### config.mk
export PLATFORM = sky130hd
export DESIGN_NAME = cdfis_pos_calc
export DESIGN_NICKNAME = d
export VERILOG_FILES = /design/src/rtl/core/cdfis_pkg.sv /design/src/rtl/core/cdfis_pos_calc.sv
export SDC_FILE = /design/constraint.sdc
export NUM_CORES = 1
export LEC_CHECK = 0
export BUFFER_PORTS_ARGS = -buffer_cell sky130_fd_sc_hd__buf_2
export CAP_MARGIN = 20
export CORE_MARGIN = 3
export CORE_UTILIZATION = 50
export DETAILED_ROUTE_END_ITERATION = 12
export GPL_ROUTABILITY_DRIVEN = 0
export GPL_TIMING_DRIVEN = 0
export HOLD_SLACK_MARGIN = 0.15
export PLACE_DENSITY_LB_ADDON = 0.12
export SLEW_MARGIN = 20
export SYNTH_ARGS = -nofsm -noshare
export SYNTH_HDL_FRONTEND = slang
export SYNTH_SLANG_ARGS = --single-unit
### constraint.sdc
create_clock -name clock -period 15.66 [get_ports clock]
set_clock_uncertainty 0.2 [all_clocks]
set_input_delay 0.783 -clock clock [delete_from_list [all_inputs] [get_ports clock]]
set_output_delay 0.783 -clock clock [all_outputs]
set_load 0.01 [all_outputs]
### src/rtl/core/cdfis_pkg.sv
`timescale 1ns / 1ps
// ----------------------------------------------------------------------------
// cdfis_pkg
// Shared widths, codes and types of the tabulated CDF inverse sampler.
// ----------------------------------------------------------------------------
package cdfis_pkg;

   localparam int unsigned DENSITY_W   = 32;  // unsigned Q8.24
   localparam int unsigned STEP_W      = 32;  // unsigned Q8.24
   localparam int unsigned U_W         = 32;  // unsigned Q8.24
   localparam int unsigned POS_W       = 48;  // signed Q23.24
   localparam int unsigned ACC_W       = 40;  // unsigned Q16.24
   localparam int unsigned FRAC_W      = 24;
   localparam int unsigned BIN_IDX_W   = 10;
   localparam int unsigned CSR_INDEX_W = 2;
   localparam int unsigned CSR_DATA_W  = 48;

   localparam logic [STEP_W-1:0] STEP_RESET = 32'h0100_0000;

   // Item kinds.
   localparam logic REQ_LOAD  = 1'b0;
   localparam logic REQ_QUERY = 1'b1;

   // Register indexes.
   localparam logic [CSR_INDEX_W-1:0] CSR_RANGE_START = 2'd0;
   localparam logic [CSR_INDEX_W-1:0] CSR_STEP_WIDTH  = 2'd1;

   typedef struct packed {
      logic mul_en;
      logic empty;
   } pos_ctrl_type;

endpackage

### src/rtl/core/cdfis_pos_calc.sv
`timescale 1ns / 1ps
// ----------------------------------------------------------------------------
// cdfis_pos_calc
// Position unit: registered step times index, then saturating origin add.
// ----------------------------------------------------------------------------
module cdfis_pos_calc #(
   parameter int unsigned IDX_W = 10
) (
   input  logic                                clock,
   input  cdfis_pkg::pos_ctrl_type             ctrl,
   input  logic [cdfis_pkg::STEP_W-1:0]        step_width,
   input  logic [IDX_W-1:0]                    idx,
   input  logic signed [cdfis_pkg::POS_W-1:0]  origin,
   output logic signed [cdfis_pkg::POS_W-1:0]  position
);

   localparam int unsigned PROD_W = cdfis_pkg::STEP_W + IDX_W;
   localparam int unsigned EXT_W  =
      ((PROD_W > cdfis_pkg::POS_W) ? PROD_W : cdfis_pkg::POS_W) + 2;
   localparam int unsigned HI_W   = EXT_W - cdfis_pkg::POS_W + 1;

   logic [PROD_W-1:0] prod_ff;
   logic [PROD_W-1:0] prod_in;
   logic [EXT_W-1:0]  sum;
   logic [HI_W-1:0]   sum_hi;

   assign prod_in = PROD_W'(step_width) * PROD_W'(idx);

   always_ff @(posedge clock) begin
      if (ctrl.mul_en) begin
         prod_ff <= prod_in;
      end
   end

   assign sum    = {{(EXT_W-cdfis_pkg::POS_W){origin[cdfis_pkg::POS_W-1]}}, origin}
                 + {{(EXT_W-PROD_W){1'b0}}, prod_ff};
   assign sum_hi = sum[EXT_W-1:cdfis_pkg::POS_W-1];

   // The result fits when every bit above the sign bit of the 48-bit range
   // agrees with it; otherwise clamp towards the true sign.
   always_comb begin
      if (ctrl.empty) begin
         position = '0;
      end else if ((sum_hi == '0) || (sum_hi == '1)) begin
         position = sum[cdfis_pkg::POS_W-1:0];
      end else if (sum[EXT_W-1]) begin
         position = {1'b1, {(cdfis_pkg::POS_W-1){1'b0}}};
      end else begin
         position = {1'b0, {(cdfis_pkg::POS_W-1){1'b1}}};
      end
   end

endmodule

==> results of run 1 <==
## layer usage
metal / part of all wire / GRT usage / vias up
met2: 0.45 / 0.401 / 410
met4: 0.017 / 0.0482 / 0
met1: 0.47 / 0.360 / 5601
met3: 0.063 / 0.0246 / 35
li1: - / - / 5532
met5: 0 / 0 / -
## worst max-delay path, delay by kind of cell
| family | cells | cell delay (ns) |
|---|---|---|
| adder cells (fa/ha/maj) | 6 | 2.75 |
| AO/OA/AOI/OAI | 8 | 1.99 |
| XOR/XNOR | 1 | 0.17 |
| AND/OR/NAND/NOR | 1 | 0.16 |
| buffers and inverters | 6 | 1.11 |
## through the flow
| stage | instance area [um^2] | total power, mW | util | hold slack, ns |
|---|---|---|---|---|
| 2_1_floorplan | 14200 | 2.59 | - | 0.695 |
| 3_3_place_gp | 15200 | 3.24 | 0.545 | 1.02 |
| 3_5_place_dp | 15200 | 3.27 | 0.545 | 1.02 |
| 4_1_cts | 15400 | 3.43 | 0.552 | 0.721 |
| 5_1_grt | 15400 | 3.85 | 0.552 | 0.737 |
| 6_report | 15400 | 3.43 | 0.552 | 0.745 |
## final timing paths
check,start,to,slack [ns],depth (start not counted)
worst min-delay path,idx[0],prod_ff[0],0.75,2
worst max-delay path,idx[2],prod_ff[38],8.51,22
## layout make-up
class	count	area [um^2]
tap	378	473
clock buffer	5	125
clock inverter	3	68.8
buffer	96	403
inverter	238	893
fill	2659	12500
sequential	42	1260
multi-input combinational	1267	11700
timing repair buffer	109	546
## cell usage in the layout (no fill, tap or decap), types with 15 or more instances in the layout
cell	count
sky130_fd_sc_hd__a21o_1	49
sky130_fd_sc_hd__a21oi_1	120
sky130_fd_sc_hd__and2_1	175
sky130_fd_sc_hd__buf_2	112
sky130_fd_sc_hd__clkbuf_1	80
sky130_fd_sc_hd__edfxtp_1	42
sky130_fd_sc_hd__fa_1	239
sky130_fd_sc_hd__ha_1	119
sky130_fd_sc_hd__inv_1	238
sky130_fd_sc_hd__nand2_1	205
sky130_fd_sc_hd__nand3_1	16
sky130_fd_sc_hd__nand4_1	20
sky130_fd_sc_hd__nor2_1	44
sky130_fd_sc_hd__o21ai_0	36
sky130_fd_sc_hd__o21bai_1	15
sky130_fd_sc_hd__xnor2_1	43
sky130_fd_sc_hd__xor2_1	37
## where the power goes
part,internal (mW),total [mW],switching (mW)
logic,1.24,2.98,1.74
clock network,0.0914,0.131,0.0394
registers,0.298,0.316,0.0179
total,1.63,3.43,1.79
## logic make-up (layout without fill, tap and decap cells)
kind of cell | count (synthesis) | after routing | share of synthesized area
xor+xnor | 81 | 81 | 0.0504
simple gates | 507 | 507 | 0.179
flops | 42 | 42 | 0.0887
fa+ha+maj | 358 | 358 | 0.441
buf+inv | 334 | 451 | 0.0912
compound gates | 320 | 320 | 0.149
mux | 1 | 1 | 0.000792
==> parameters.txt, run 1 <==
Parameter                              Value

Placement
  Post-detail-place hpwl    30.6 mm
  Count of placed standard cells including taps    2130
  Worst slack at placement    8.20 ns
  Port buffer count    109

Worst setup path
  Slowest Stage Delay on Critical Path    0.66 ns
  Worst Path Max Fanout    10
  Critical-path cell list    buf_2 -> clkbuf_1 -> nand2_1 -> fa_1 -> inv_1 -> fa_1 -> fa_1 -> fa_1 -> inv_1 -> fa_1 -> inv_1 -> ha_1 -> clkbuf_1 -> a21oi_1 -> o21ai_0 -> a311o_1 -> a31oi_1 -> o41ai_2 -> a221oi_1 -> a21oi_1 -> a41oi_1 -> xnor2_1
  Dominant cell type by count on the critical path    sky130_fd_sc_hd__fa_1
  Cell with the largest stage delay on the worst path    sky130_fd_sc_hd__o41ai_2
  Worst Setup End Kind    flip-flop
  Arr. time, crit path    6.98 ns
  Critical Path Start Type    input port
  Required @ worst endpoint    15.49 ns
  Path type of the worst setup path    in -> reg

Floorplan
  Horizontal extent of the die    175 um
  Die height    175 um
  Number of top-level pins    141
  Area of the core region    27900 um^2
  Starting utilization of the core area    0.509
  Die area    30500 um^2
  Number of placement rows    61

Cells and area
  Area growth from synthesis to final layout    8.53%
  Final standard cell count with taps included and fillers excluded    2138
  Biggest registers after layout    prod_ff (42)
  Number of flip-flops in the largest register    42
  Final layout net count    2210
  Top register by number of flip-flops    prod_ff
  Share of final-layout standard cells stronger than drive strength 1    0.0903
  Number of diodes    0

GRT
  Grt total ovfl    0
  Overall global routing resource usage    0.245
  Pin count of the biggest net entering global routing    43
  Via count of the first global-routing pass    11.9k
  Antenna violations before repair    0
  First-pass GRT wire length    60.7 mm

Yosys
  YS warnings    0
  Post-Synthesis Cells    1643
  Synth top cells by count    sky130_fd_sc_hd__fa_1, sky130_fd_sc_hd__inv_1, sky130_fd_sc_hd__nand2_1
  Share of synthesized area occupied by flip-flops and latches    0.0887
  Synthesized Nets    2094
  Distinct cell type count after synthesis    71
  Count leader, synth    sky130_fd_sc_hd__fa_1
  Post-Synthesis Cell Area    14200 um^2
  Library cell occupying the most area in the post-synthesis netlist    sky130_fd_sc_hd__fa_1
  Share of async-settable or async-resettable flops after synthesis    0
  Number of synthesized flops with an enable pin    42
  Ys flop type    sky130_fd_sc_hd__edfxtp_1
  Top post-synthesis cells by area    sky130_fd_sc_hd__fa_1, sky130_fd_sc_hd__ha_1, sky130_fd_sc_hd__edfxtp_1, sky130_fd_sc_hd__and2_1, sky130_fd_sc_hd__inv_1
  Proportion of netlist area held by the largest area contributor    0.337
  Avg Synthesized Cell Area    8.65 um^2
  Seq cells post-synth    42

Drt
  Total number of vias    11.6k
  Number of search-and-repair iterations in the first detailed-routing pass    5
  Initial detailed-routing violation count    723
  Ratio of routed vias to standard cells    5.42
  Number of remaining DRC errors    0
  Wire length per cell    17.3 um
  Remaining antenna violation count    0
  Wire length after detailed routing    36.9 mm

STA
  Min cycle time layout    7.15 ns
  Relative slew slack    0.442
  Accumulated negative setup slack    0 ns
  Final Setup Violations    0
  Final critical-path share of the clock period    0.457
  Fmax    0.140 GHz
  Unrepaired setup endpoints after global routing    false
  Minimum setup slack in the final design    8.51 ns
  Worst Tran Pin Value    0.838 ns
  Pins Over Slew Limit    0
  Final Hold Violating Endpoints    0

Run status
  Outcome    completed

Clock network
  H-tree levels    2
  Buffer levels on the longest clock path    2
  Count of clock tree sinks    42
  Clock transition at the registers of the reported paths    0.06 ns
  Hold-fix buffer count after cts    0
  CTS tree    done
  CTS resizes    0
  Inserted Clock Buffers    5
  Buffer type at the clock tree root    sky130_fd_sc_hd__clkbuf_16
  Buffer count from post-CTS setup fixing    0

Hold path
  Worst Hold Class    in -> reg

Power and ir drop
  Peak supply drop    118 uV
  Leakage power    7.71 nW
  Pwr/cell area    222 nW/um^2

Flow run
  Max-capacitance violation count    0
Note: power is estimated with default switching activity, not from simulation.
==> run 2: changes to the inputs <==
- clock period: 15.66 -> 6.5 ns (I/O delays scaled with it)
==> run 2 against run 1 <==
Net effect:
- sequential power grew 140%
- combinational power grew 140%
- wire length is essentially flat
- global-route usage is essentially flat
- sequential share of layout area is essentially flat
- utilization grew 0.23 points
- count of clock-buffer cells in the layout is the same
- design area grew 0.42%
- critical path depth shrank 2
- power grew 140%
==> parameters.txt, run 2 (same netlist as run 1, synthesis figures left out) <==
Parameter                              Value

Floorplan
  Number of placement rows    61 (unchanged)
  Horizontal extent of the die    175 um (unchanged)
  Starting utilization of the core area    0.509 (unchanged)
  Number of top-level pins    141 (unchanged)
  Die height    175 um (unchanged)
  Die area    30500 um^2 (unchanged)
  Area of the core region    27900 um^2 (unchanged)

Hold path
  Worst Hold Class    in -> reg (unchanged)

Drt
  Remaining antenna violation count    0 (unchanged)
  Wire length per cell    17.3 um (about the same)
  Number of remaining DRC errors    0 (unchanged)
  Number of search-and-repair iterations in the first detailed-routing pass    5 (unchanged)
  Total number of vias    11.6k (about the same)
  Initial detailed-routing violation count    690 (was 723)
  Wire length after detailed routing    36.9 mm (about the same)
  Ratio of routed vias to standard cells    5.41 (was 5.42)

STA
  Relative slew slack    0.433 (was 0.442)
  Final Hold Violating Endpoints    0 (unchanged)
  Unrepaired setup endpoints after global routing    false (unchanged)
  Final critical-path share of the clock period    0.957
  Min cycle time layout    6.22 ns
  Worst Tran Pin Value    0.851 ns (was 0.838 ns)
  Pins Over Slew Limit    0 (unchanged)
  Fmax    0.161 GHz
  Accumulated negative setup slack    0 ns (unchanged)
  Final Setup Violations    0 (unchanged)

Clock network
  CTS tree    done (unchanged)
  Inserted Clock Buffers    5 (unchanged)
  H-tree levels    2 (unchanged)
  Buffer levels on the longest clock path    2 (unchanged)
  Hold-fix buffer count after cts    0 (unchanged)
  Buffer type at the clock tree root    sky130_fd_sc_hd__clkbuf_16 (unchanged)
  Count of clock tree sinks    42 (unchanged)
  Clock transition at the registers of the reported paths    0.06 ns (about the same)

Cells and area
  Post-layout instance area    15500 um^2 (was 15400 um^2)
  Commonest non-fill, non-tap cell in the layout    sky130_fd_sc_hd__fa_1 (unchanged)
  Multi-input gate area    11700 um^2 (about the same)
  Number of flip-flops in the largest register    42 (unchanged)
  Number of diodes    0 (unchanged)
  Area growth from synthesis to final layout    8.99% (was 8.53%)
  Commonest non-fill, non-tap cells in the layout    sky130_fd_sc_hd__fa_1, sky130_fd_sc_hd__inv_1, sky130_fd_sc_hd__nand2_1, sky130_fd_sc_hd__and2_1 (was sky130_fd_sc_hd__fa_1, sky130_fd_sc_hd__inv_1, sky130_fd_sc_hd__nand2_1, sky130_fd_sc_hd__and2_1, sky130_fd_sc_hd__a21oi_1)
  Share of final-layout standard cells stronger than drive strength 1    0.104 (was 0.0903)
  Layout filler cell count    2658 (was 2659)
  Area taken by flip-flops and latches    1260 um^2 (unchanged)
  Top register by number of flip-flops    prod_ff (unchanged)
  Biggest registers after layout    prod_ff (42) (unchanged)
  Final layout net count    2210 (unchanged)

Flow run
  Max-capacitance violation count    0 (unchanged)

Worst setup path
  Arr. time, crit path    6.05 ns (was 6.98 ns)
  Worst Path Max Fanout    10 (unchanged)
  Dominant cell type by count on the critical path    sky130_fd_sc_hd__fa_1 (unchanged)
  Slowest Stage Delay on Critical Path    0.52 ns (was 0.66 ns)
  Worst Setup End Kind    flip-flop (unchanged)
  Path type of the worst setup path    in -> reg (unchanged)
  Critical-path cell list    buf_2 -> clkbuf_1 -> and2_1 -> fa_1 -> fa_1 -> fa_1 -> fa_1 -> inv_1 -> fa_1 -> inv_1 -> ha_1 -> a21o_1 -> o21a_1 -> a311o_1 -> a31oi_2 -> o41ai_4 -> a221oi_1 -> a21oi_2 -> a41oi_1 -> xnor2_1 (was buf_2 -> clkbuf_1 -> nand2_1 -> fa_1 -> inv_1 -> fa_1 -> fa_1 -> fa_1 -> inv_1 -> fa_1 -> inv_1 -> ha_1 -> clkbuf_1 -> a21oi_1 -> o21ai_0 -> a311o_1 -> a31oi_1 -> o41ai_2 -> a221oi_1 -> a21oi_1 -> a41oi_1 -> xnor2_1)
  Critical Path Start Type    input port (unchanged)
  Cell with the largest stage delay on the worst path    sky130_fd_sc_hd__fa_1 (was sky130_fd_sc_hd__o41ai_2)
  Required @ worst endpoint    6.33 ns (was 15.49 ns)

Power and ir drop
  Peak supply drop    283 uV (was 118 uV)
  Pwr/cell area    540 nW/um^2 (was 222 nW/um^2)
  Leakage power    7.79 nW (was 7.71 nW)

GRT
  Antenna violations before repair    0 (unchanged)
  Grt total ovfl    0 (unchanged)
  Via count of the first global-routing pass    11.9k (about the same)
  First-pass GRT wire length    60.6 mm (was 60.7 mm)
  Pin count of the biggest net entering global routing    43 (unchanged)
  Overall global routing resource usage    0.245 (about the same)

Run status
  Outcome    completed (unchanged)

Placement
  Instance area at placement    15200 um^2 (unchanged)
  Port buffer count    109 (unchanged)
  Post-detail-place hpwl    30.6 mm (unchanged)
==> run 2: area by class of cell <==
cell class                      instances  area share
Buffer                                 96      0.0277
Clock buffer                            5     0.00807
Clock inverter                          3     0.00444
Inverter                              238      0.0577
Multi-Input combinational cell       1267       0.755
Sequential cell                        42      0.0814
Tap cell                              378      0.0305
Timing Repair Buffer                  109      0.0352
==> run 2: worst paths after layout <==
path	endpoint	slack, ns	from	cells past startpoint
hold / removal	prod_ff[0]	0.29	idx[0]	2
setup / recovery	prod_ff[38]	0.28	idx[7]	20
==> run 2: worst max-delay path, delay by kind of cell <==
family,cells,cell delay [ns]
xor+xnor,1,0.10
compound gates,8,1.95
buf+inv,4,0.72
fa+ha+maj,6,2.69
simple gates,1,0.24
==> run 2: what timing repair did <==
action,in CTS,in global routing
pin swaps,0,1
resized for setup,6,38
setup endpoints to repair,6,14
buffers inserted,0,0
cloned,0,0
==> run 2: per-stage QoR <==
stage | power (mW) | instances | hold WS (ns) | setup WS (ns) | utilization
3_5_place_dp | 7.89 | 2130 | 0.563 | -0.497 | 0.545
5_1_grt | 9.40 | 2138 | 0.279 | 0.00270 | 0.555
6_report | 8.37 | 2138 | 0.288 | 0.278 | 0.555
2_1_floorplan | 6.24 | 1643 | 0.237 | 0.640 | -
3_3_place_gp | 7.81 | 2130 | 0.564 | -0.452 | 0.545
4_1_cts | 8.30 | 2138 | 0.263 | 0.0141 | 0.553
==> run 2: metal layers <==
layer  part of all wire  track usage  wire [um]
met1               0.47        0.360      17300
met2               0.45        0.401      16700
met3              0.065       0.0250       2400
met4              0.015       0.0449        552
met5                  0            0          0
==> run 2: report_power, final <==
group	switching, mW	internal, mW	total, mW
clock network	0.0948	0.220	0.315
logic	4.25	3.04	7.29
registers	0.0431	0.719	0.762
total	4.39	3.98	8.37
==> run 3: changes to the inputs <==
- CORE_MARGIN: 3 -> 4
==> run 3 against run 2 <==
Net effect:
- non-clock buffer count grew 1
- global-route usage shrank 0.72 points
- via count shrank 0.30%
- combinational power is essentially flat
==> parameters.txt, run 3 (same netlist as run 1, synthesis figures left out) <==
Parameter                              Value

Flow run
  Max-capacitance violation count    0 (unchanged)

Cells and area
  Post-layout instance area    15400 um^2 (was 15500 um^2)
  Top register by number of flip-flops    prod_ff (unchanged)
  Number of flip-flops in the largest register    42 (unchanged)
  Final layout net count    2211 (was 2210)
  Area growth from synthesis to final layout    8.51% (was 8.99%)
  Commonest non-fill, non-tap cell in the layout    sky130_fd_sc_hd__fa_1 (unchanged)
  Number of diodes    0 (unchanged)
  Final standard cell count with taps included and fillers excluded    2139 (was 2138)
  Layout filler cell count    2734 (was 2658)
  Share of final-layout standard cells stronger than drive strength 1    0.102 (was 0.104)
  Biggest registers after layout    prod_ff (42) (unchanged)
  Commonest non-fill, non-tap cells in the layout    sky130_fd_sc_hd__fa_1, sky130_fd_sc_hd__inv_1, sky130_fd_sc_hd__nand2_1, sky130_fd_sc_hd__and2_1, sky130_fd_sc_hd__a21oi_1 (was sky130_fd_sc_hd__fa_1, sky130_fd_sc_hd__inv_1, sky130_fd_sc_hd__nand2_1, sky130_fd_sc_hd__and2_1)

Floorplan
  Starting utilization of the core area    0.509 (unchanged)
  Die area    31200 um^2 (was 30500 um^2)
  Die height    177 um (was 175 um)
  Number of top-level pins    141 (unchanged)
  Number of placement rows    61 (unchanged)
  Area of the core region    27900 um^2 (unchanged)
  Horizontal extent of the die    177 um (was 175 um)

Power and ir drop
  Seq pwr share    0.092 (was 0.091)
  Sw Ratio    0.527 (was 0.525)
  Internal cell power    3.90 mW (was 3.98 mW)
  Leakage power    7.76 nW (was 7.79 nW)
  Peak supply drop    270 uV (was 283 uV)
  Pwr/cell area    534 nW/um^2 (was 540 nW/um^2)
  Share of power burned in the clock network    0.027 (was 0.038)
  Combinational share of power    0.880 (was 0.871)
  Switch Pwr    4.34 mW (was 4.39 mW)

Drt
  Wire length after detailed routing    36.5 mm (was 36.9 mm)
  Number of search-and-repair iterations in the first detailed-routing pass    5 (unchanged)
  Initial detailed-routing violation count    666 (was 690)
  Total number of vias    11.5k (was 11.6k)
  Number of remaining DRC errors    0 (unchanged)
  Remaining antenna violation count    0 (unchanged)
  Wire length per cell    17.1 um (was 17.3 um)
  Ratio of routed vias to standard cells    5.39 (was 5.41)

STA
  Relative slew slack    0.436 (was 0.433)
  Minimum setup slack in the final design    0.257 ns (was 0.278 ns)
  Pins Over Slew Limit    0 (unchanged)
  Final Setup Violations    0 (unchanged)
  Worst Tran Pin Value    0.846 ns (was 0.851 ns)
  Min cycle time layout    6.24 ns (was 6.22 ns)
  Final Hold Violating Endpoints    0 (unchanged)
  Accumulated negative setup slack    0 ns (unchanged)
  Fmax    0.160 GHz (was 0.161 GHz)
  Final critical-path share of the clock period    0.961 (was 0.957)
  Unrepaired setup endpoints after global routing    false (unchanged)

Clock network
  H-tree levels    2 (unchanged)
  Hold-fix buffer count after cts    0 (unchanged)
  Buffer type at the clock tree root    sky130_fd_sc_hd__clkbuf_16 (unchanged)
  Inserted Clock Buffers    5 (unchanged)
  Clock transition at the registers of the reported paths    0.05 ns (was 0.06 ns)
  CTS tree    done (unchanged)
  Count of clock tree sinks    42 (unchanged)
  Buffer levels on the longest clock path    2 (unchanged)

Worst setup path
  Path type of the worst setup path    in -> reg (unchanged)
  Dominant cell type by count on the critical path    sky130_fd_sc_hd__fa_1 (unchanged)
  Number of buffer and inverter instances along the worst setup path    6 (was 4)
  Worst Setup End Kind    flip-flop (unchanged)
  Critical Path Start Type    input port (unchanged)
  Required @ worst endpoint    6.32 ns (was 6.33 ns)
  Arr. time, crit path    6.07 ns (was 6.05 ns)
  Cell with the largest stage delay on the worst path    sky130_fd_sc_hd__fa_1 (unchanged)
  Worst Path Max Fanout    10 (unchanged)
  Critical-path cell list    buf_2 -> clkbuf_2 -> nand2_1 -> fa_1 -> inv_1 -> fa_1 -> fa_1 -> fa_1 -> inv_1 -> fa_1 -> inv_1 -> ha_1 -> clkbuf_1 -> a21oi_1 -> o21ai_0 -> a311o_1 -> a31oi_2 -> o41ai_4 -> a221oi_1 -> a21oi_1 -> a41oi_1 -> xnor2_1 (was buf_2 -> clkbuf_1 -> and2_1 -> fa_1 -> fa_1 -> fa_1 -> fa_1 -> inv_1 -> fa_1 -> inv_1 -> ha_1 -> a21o_1 -> o21a_1 -> a311o_1 -> a31oi_2 -> o41ai_4 -> a221oi_1 -> a21oi_2 -> a41oi_1 -> xnor2_1)
  Slowest Stage Delay on Critical Path    0.52 ns (about the same)
  Largest delay share family, worst path    adder cells (unchanged)

Placement
  Port buffer count    109 (unchanged)
  Worst slack at placement    -0.442 ns (was -0.497 ns)
  Instance area at placement    15200 um^2 (unchanged)
  Count of placed standard cells including taps    2130 (unchanged)
  Post-detail-place hpwl    30.4 mm (was 30.6 mm)

GRT
  Via count of the first global-routing pass    11.7k (was 11.9k)
  Pin count of the biggest net entering global routing    43 (unchanged)
  Antenna violations before repair    0 (unchanged)
  Grt total ovfl    0 (unchanged)
  First-pass GRT wire length    60.5 mm (was 60.6 mm)
  Overall global routing resource usage    0.238 (was 0.245)

Hold path
  Worst Hold Class    in -> reg (unchanged)

Run status
  Outcome    completed (unchanged)
==> run 3: worst paths after layout <==
path   start          end  slack, ns  depth (start not counted)
max   idx[2]  prod_ff[38]       0.26                         22
min   idx[0]   prod_ff[0]       0.29                          2
==> run 3: layout make-up <==
type	count	area [um^2]	area share
Clock inverter	2	8.76	0.000568
Multi-Input combinational cell	1267	11700	0.757
Tap cell	378	473	0.0307
Sequential cell	42	1260	0.0818
Clock buffer	6	129	0.00835
Inverter	238	893	0.0579
Buffer	96	427	0.0277
Timing Repair Buffer	110	553	0.0358
==> run 3: power by group through the flow <==
stage / Clock [mW] / Sequential [mW] / Combinational, mW
after global routing: 0.243 / 0.776 / 8.25
after detailed placement: 0 / 0.769 / 7.08
final: 0.225 / 0.762 / 7.26
after CTS: 0.234 / 0.764 / 7.18
after floorplan: 0 / 0.749 / 5.49
after global placement: 0 / 0.768 / 7.00
==> run 3: repair_timing <==
| item | in CTS | in global routing |
|---|---|---|
| setup buffers | 0 | 1 |
| hold endpoints to repair | 0 | 0 |
| setup endpoints to repair | 4 | 12 |
| pin swaps | 0 | 1 |
| gates resized for setup | 3 | 35 |
==> run 3: per-layer routing <==
layer / share of wire / vias to the layer above / GRT usage / wire length [um]
met5: 0 / - / 0 / 0
met4: 0.0065 / 0 / 0.0351 / 238
met3: 0.063 / 12 / 0.0248 / 2320
met2: 0.46 / 345 / 0.393 / 17000
met1: 0.47 / 5618 / 0.349 / 17000
li1: - / 5547 / - / -
==> run 3: metrics by stage <==
stage / hold WS [ns] / total power [mW] / utilization
3_3_place_gp: 0.542 / 7.77 / 0.545
6_report: 0.286 / 8.24 / 0.552
5_1_grt: 0.268 / 9.27 / 0.552
2_1_floorplan: 0.237 / 6.24 / -
3_5_place_dp: 0.551 / 7.85 / 0.545
4_1_cts: 0.252 / 8.18 / 0.551
